<file path="config.mk">
export PLATFORM = sky130hd
export DESIGN_NAME = skbt_search
export DESIGN_NICKNAME = d
export VERILOG_FILES = /design/src/rtl/core/skbt_pkg.sv /design/src/rtl/core/skbt_search.sv
export SDC_FILE = /design/constraint.sdc
export NUM_CORES = 2
export LEC_CHECK = 0
export BUFFER_PORTS_ARGS = -buffer_cell sky130_fd_sc_hd__buf_4
export CAP_MARGIN = 10
export CELL_PAD_IN_SITES_DETAIL_PLACEMENT = 0
export CELL_PAD_IN_SITES_GLOBAL_PLACEMENT = 1
export CORE_ASPECT_RATIO = 1.2
export CORE_MARGIN = 1.5
export CORE_UTILIZATION = 30
export DETAILED_ROUTE_END_ITERATION = 10
export GPL_ROUTABILITY_DRIVEN = 0
export PLACE_DENSITY = 0.51
export SYNTH_ARGS = -nofsm -noshare
export SYNTH_HDL_FRONTEND = slang
export SYNTH_SLANG_ARGS = --single-unit
export TNS_END_PERCENT = 50
</file>
<file path="constraint.sdc">
create_clock -name clk_i -period 4.2 [get_ports clk_i]
set_input_delay 0 -clock clk_i [delete_from_list [all_inputs] [get_ports clk_i]]
set_output_delay 0 -clock clk_i [all_outputs]
set_load 0.01 [all_outputs]
</file>
<file path="src/rtl/core/skbt_pkg.sv">
// ---------------------------------------------------------------------------
// skbt_pkg
// Shared widths, operation and status codes, sequencer states and the
// control bundles of the sorted key balance table.
// ---------------------------------------------------------------------------
`timescale 1ns / 1ps
`default_nettype none

package skbt_pkg;

  localparam int unsigned MaxEntries = 128;

  localparam int unsigned KindW = 2;
  localparam int unsigned KeyW  = 32;
  localparam int unsigned AmtW  = 48;
  localparam int unsigned StatW = 2;
  localparam int unsigned PosW  = 7;

  // operation codes
  localparam logic [KindW-1:0] KIND_ADD      = 2'd0;
  localparam logic [KindW-1:0] KIND_DEPOSIT  = 2'd1;
  localparam logic [KindW-1:0] KIND_WITHDRAW = 2'd2;
  localparam logic [KindW-1:0] KIND_QUERY    = 2'd3;

  // result status codes
  localparam logic [StatW-1:0] STAT_OK        = 2'd0;
  localparam logic [StatW-1:0] STAT_NOT_FOUND = 2'd1;
  localparam logic [StatW-1:0] STAT_FULL      = 2'd2;
  localparam logic [StatW-1:0] STAT_REFUSED   = 2'd3;

  typedef enum logic [2:0] {
    ST_IDLE,
    ST_START,
    ST_PROBE,
    ST_CMP,
    ST_BAL,
    ST_DONE
  } state_e;

  typedef struct packed {
    logic init;  // load search bounds
    logic rd;    // read key at midpoint
    logic cmp;   // narrow bounds after a non-matching probe
    logic wr;    // append key
  } srch_ctrl_t;

  typedef struct packed {
    logic miss;  // search range empty
    logic hit;   // probed key equals request key
  } srch_stat_t;

  typedef struct packed {
    logic rd;      // read balance of found slot
    logic upd;     // add/sub and write back
    logic wr_new;  // append starting balance
  } ledg_ctrl_t;

endpackage

`default_nettype wire

</file>
<file path="src/rtl/core/skbt_search.sv">
// ---------------------------------------------------------------------------
// skbt_search
// Key memory with compare logic that is stepped through a binary
// search, one midpoint read and one compare per probe.
// ---------------------------------------------------------------------------
`timescale 1ns / 1ps
`default_nettype none

module skbt_search #(
  parameter int unsigned MAX_ENTRIES = skbt_pkg::MaxEntries,
  localparam int unsigned CntW = $clog2(MAX_ENTRIES + 1),
  localparam int unsigned IdxW = $clog2(MAX_ENTRIES)
) (
  input  wire logic                      clk_i,
  input  wire logic                      rst_ni,
  input  wire skbt_pkg::srch_ctrl_t      ctrl_i,
  input  wire logic [CntW-1:0]           count_i,
  input  wire logic [skbt_pkg::KeyW-1:0] key_i,
  output skbt_pkg::srch_stat_t           stat_o,
  output logic [IdxW-1:0]                slot_o
);

  logic [skbt_pkg::KeyW-1:0] key_mem [MAX_ENTRIES];
  logic [skbt_pkg::KeyW-1:0] probe_q;

  // bounds: lo inclusive, hi exclusive
  logic [CntW-1:0] lo_q, lo_d;
  logic [CntW-1:0] hix_q, hix_d;
  logic [IdxW-1:0] mid_q;
  logic [CntW:0]   span;
  logic [IdxW-1:0] mid;

  assign span = {1'b0, lo_q} + {1'b0, hix_q} - (CntW + 1)'(1);
  assign mid  = span[IdxW:1];

  always_ff @(posedge clk_i) begin
    if (ctrl_i.wr) begin
      key_mem[count_i[IdxW-1:0]] <= key_i;
    end
    if (ctrl_i.rd) begin
      probe_q <= key_mem[mid];
    end
  end

  always_comb begin
    lo_d  = lo_q;
    hix_d = hix_q;
    if (ctrl_i.init) begin
      lo_d  = '0;
      hix_d = count_i;
    end else if (ctrl_i.cmp) begin
      if (probe_q < key_i) begin
        lo_d = CntW'(mid_q) + CntW'(1);
      end else begin
        hix_d = CntW'(mid_q);
      end
    end
  end

  always_ff @(posedge clk_i or negedge rst_ni) begin
    if (!rst_ni) begin
      lo_q  <= '0;
      hix_q <= '0;
      mid_q <= '0;
    end else begin
      lo_q  <= lo_d;
      hix_q <= hix_d;
      if (ctrl_i.rd) begin
        mid_q <= mid;
      end
    end
  end

  assign stat_o.miss = (lo_q >= hix_q);
  assign stat_o.hit  = (probe_q == key_i);
  assign slot_o      = mid_q;

endmodule

`default_nettype wire

</file>
## Word level (Yosys, flattened, before mapping)

Memories as Yosys holds them, arrays and structs flattened. A register that Yosys moved wholly into a read port is not among the register bits.
Cells that the tools add are included.

- Add/sub/neg operators: 3
- Order comparisons: 2
- Equality and inequality tests: 2
- Multiplexer cells: 8
- Reductions and logical operators: 4

Operators with widths:

| kind | number |
|---|---|
| $mux W8 | 6 |
| $eq A32 B32 Y1 | 1 |
| $lt A32 B32 Y1 | 1 |
| $add A7 B1 Y8 const B | 1 |
| $add A8 B8 Y8 | 1 |
| $ge A8 B8 Y1 | 1 |
| $sub A8 B1 Y8 const B | 1 |
| $reduce_and A2 Y1 | 2 |
| $reduce_bool A2 Y1 | 2 |
| $mux W1 | 2 |
| $ne A2 B2 Y1 const B | 1 |

- Register bits: 23
- Memory bits (writable): 4096
- Input port bits: 46
- Output and inout bits: 9
- Logic and storage cells: 23
- Memories: 1

Memories:

| name | depth | width | rd ports | clocked after memory_dff | wr ports | line | source |
|---|---|---|---|---|---|---|---|
| key_mem | 128 | 32 | 1 | 1 | 1 | skbt_search.sv:23 | `logic [skbt_pkg::KeyW-1:0] key_mem [MAX_ENTRIES];` |

## Logic depth before layout (Yosys ltp)

- Word-level depth: 4
- Gate-level depth with buffers: 15
- Depth with buffers taken out: 12

## Worst setup path before layout

OpenSTA, ideal clock, no wires.

- Path kind: register to register
- From: register lo_q[1]
- To: register probe_q[28] in the netlist's numbering (read register of key_mem) (data pin)
- Library setup time: 0.268 ns
- Data arrival time: 3.164 ns
- Required time: 3.932 ns
- Slack: 0.768 ns
- Stages on the path, launching flop included: 15
- Path buffers: 4
- Clock period less this slack: 3.432 ns
- Path through: dfrtp_1 inv_1 ha_1 inv_1 ha_1 fa_1 buf_2 buf_2 clkbuf_1 clkbuf_1 mux4_2 mux2i_1 mux2i_1 a22oi_1 nand4_1

- Word-level cells in the longest chain between the ends: 2

RTL lines:

| what | line | source |
|---|---|---|
| from (decl) | skbt_search.sv:27 | `logic [CntW-1:0] lo_q, lo_d;` |
| from (signal assigned) | skbt_search.sv:66 | `lo_q <= lo_d;` |
| $add A8 B8 Y8 | skbt_search.sv:33 | `assign span = {1'b0, lo_q} + {1'b0, hix_q} - (CntW + 1)'(1);` |
| $sub A8 B1 Y8 | skbt_search.sv:33 |  |
| via span[2] | skbt_search.sv:30 | `logic [CntW:0] span;` |
| to (decl) | skbt_search.sv:24 | `logic [skbt_pkg::KeyW-1:0] probe_q;` |

The timed path passes the listed nets, and every way through them passes these cells.
A chain may end at the register's enable or synchronous reset.

## Worst setup path in the final report

- From: register lo_q[1]
- To: register probe_q[14] in the netlist's numbering (read register of key_mem) (data pin)

Same word-level chain as after synthesis.

==> metrics.cfg <==
[yosys]
synth_nets = 7026
ys_warn_count = 0
netlist_instances = 6925
netlist.area_leader.share = 0.770
synthTopCellsByArea = edfxtp_1 (77%), mux4_2 (14%), mux2i_1 (4.7%)
ys_ff_latch = 4151
synth_edf_count = 4128
synth_async_sr_flop_share = 0.00554
ys_top_cells_by_count = edfxtp_1 (4128), mux4_2 (1024), mux2i_1 (758)
netlist_area_um2 = 161000
synth.yosys.seq_area_share = 0.773
synth_ff_type = edfxtp_1
synth.avg_cell_area_um2 = 23.3
synth_top_area_cell = edfxtp_1
synth.most_common_cell = edfxtp_1
ys_types = 57

[cts]
clk_latency_ns = 1.02
cts_root_buffer = clkbuf_16
cts_sinks = 4151
cts_max_level = 5
cts_tree = yes
clkTransAtPathRegs_ns = 0.07
cts_made_buffers = 416
clock_path_buffers = 4

[place]
numPortBuffers = 54
hpwl_um = 302000

[setup_path]
critPathMaxStageDelay_ns = 0.89
timing.critical_path.max_delay_family = adder cells
cpMostUsedCell = buf_4
critical_path_class = reg2reg
slowest_stage = fa_4
endpoint_kind = flip-flop
required_ns = 4.95
worstPathMaxFanout = 5
critical_path.cell_chain = inv_2, ha_4, inv_2, ha_4, fa_4, buf_12, buf_12, buf_16, buf_4, buf_4, mux4_2, mux2i_2, mux2i_2, a22oi_2, buf_4, nand4_1
crit_buf_inv = 8
critPathLaunchType = flip-flop
worstPathArrival_ns = 5.06

[cells_and_area]
final_core_util = 0.362
syn_to_final_growth_pct = 20.2
drive_gt1_frac = 0.343
fin_nets = 8132

[timing]
hold_viol_final = 0
setup_viol = 8
post-route-period-util = 1.03
finalClockSkew_ns = 0.0527
layout_min_cycle_time_ns = 4.31
setup-tns-final_ns = -0.422
final-max-slew-violation-count = 0
rsz0062_at_grt = true
fmax_mhz = 232
tightestPinTransition_ns = 1.22
slew_headroom = 0.187
fin_ws_ns = -0.106
holdWs_ns = 0.182

[die]
start_util = 0.301
die_area_um2 = 541000
fp.dieW_um = 672
boundaryPins = 55
core.rowCount = 294
core_area_um2 = 534000
die_h_um = 806

[grt]
grt_max_degree = 129
grt_pass1_vias = 80700
grt_pass1_wl_um = 677000
overflow = 0
grt_use_total = 0.179
antenna_found_initial = 46

[routing]
wl_per_cell_um = 31.9
first_pass_iters = 5
antenna_left = 0
drc = 0
detail_route.iter0.violations = 8130
viasPerCell = 5.02
vias = 77700
routed_wirelength_um = 494000

[min_path]
hold_path_class = in2reg

[outcome]
status = complete, but fails checks
violations = negative setup slack

[flow_run]
drv_cap = 0

## worst reg2reg max path, cell delays in order, from the launching register on
cell and delay [ns]:
dfrtp_1 0.37, inv_2 0.06, ha_4 0.27, inv_2 0.04, ha_4 0.16, fa_4 0.89, buf_12 0.18, buf_12 0.17
buf_16 0.17, buf_4 0.13, buf_4 0.12, mux4_2 0.31, mux2i_2 0.20, mux2i_2 0.16, a22oi_2 0.52, buf_4 0.22
nand4_1 0.08
## through the flow
| stage | instance area, um^2 | setup slack, ns | instances |
|---|---|---|---|
| 2_1_floorplan | 161000 | 0.768 | 6925 |
| 3_3_place_gp | 177000 | -1.09 | 14600 |
| 3_5_place_dp | 177000 | -0.944 | 14600 |
| 4_1_cts | 193000 | -0.0857 | 15400 |
| 5_1_grt | 194000 | -0.122 | 15500 |
| 6_report | 194000 | -0.106 | 15500 |
## layout by cell type, fill, tap and decap left out, drive strengths merged, types with 8 or more instances in the layout
master / n
a21o: 8
edfxtp: 4128
o21ai: 9
a211oi: 11
diode: 21
nor2: 145
buf: 973
ha: 54
dlygate4sd3: 63
dfrtp: 23
a22oi: 125
nand3: 16
inv: 76
clkinv: 169
a21oi: 19
nand2: 44
bufinv: 40
clkinvlp: 14
mux2: 16
nand4: 45
nor2b: 9
mux4: 1024
nor3: 12
mux2i: 758
clkbuf: 534
## final cells by class
class,count,area [um^2]
fillers,48900,341000
inverters,64,240
well taps,7104,8890
repair buffers,1047,10400
clock buffers,527,10900
diodes,21,52.6
flip-flops and latches,4151,125000
multi-input cells,2351,36100
clock inverters,235,2400
## repair_timing
action	4_1_cts	5_1_grt
pin swaps	25	23
setup buffers	51	34
gates resized for setup	133	86
endpoints found under the setup margin	32	32
cloned	6	7
endpoints found under the hold margin	2788	0
hold buffers	64	0
## routing by layer
metal	share of wire	vias to the layer above	routed length (um)	global-route usage
met5	0.000047	-	23	0
met4	0.030	4	15000	0.0496
met3	0.052	546	25800	0.0230
met2	0.50	2329	245000	0.306
met1	0.42	43100	208000	0.241
li1	-	31700	-	-
## sequential cells by signal, indices dropped and copies added (netlist names)
signal and flops:
lo_q 8, probe_q 32, key_mem 4096, slot_o 7
hix_q 8
## worst paths after layout
kind | from | endpoint | slack (ns) | depth (start not counted)
max | lo_q[1]$_DFFE_PN0P_ | probe_q[14]$_DFFE_PP_ | -0.11 | 16
min | key_i[23] | key_mem[83][23]$_DFFE_PP_ | 0.18 | 3
min reg2reg | lo_q[0]$_DFFE_PN0P_ | lo_q[0]$_DFFE_PN0P_ | 0.59 | 2
min in group asynchronous | rst_ni | slot_o[1]$_DFFE_PN0P_ | 0.64 | 5
max reg2reg | lo_q[1]$_DFFE_PN0P_ | probe_q[14]$_DFFE_PP_ | -0.11 | 16
max in group asynchronous | rst_ni | hix_q[0]$_DFFE_PN0P_ | 3.39 | 5
## kinds of logic (layout without fill, tap and decap cells)
logic type,count (synthesis),after routing,share of synthesized area
other cells,0,21,0
xor+xnor,9,9,0.000536
mux,1798,1798,0.191
compound gates,194,194,0.00885
simple gates,295,295,0.00845
buf+inv,423,1873,0.0129
flops,4151,4151,0.773
fa+ha+maj,55,55,0.00432
Power is left out: the tool's default activity adds up to more than one toggle a clock period on the data nets, which glitch-free logic cannot reach.
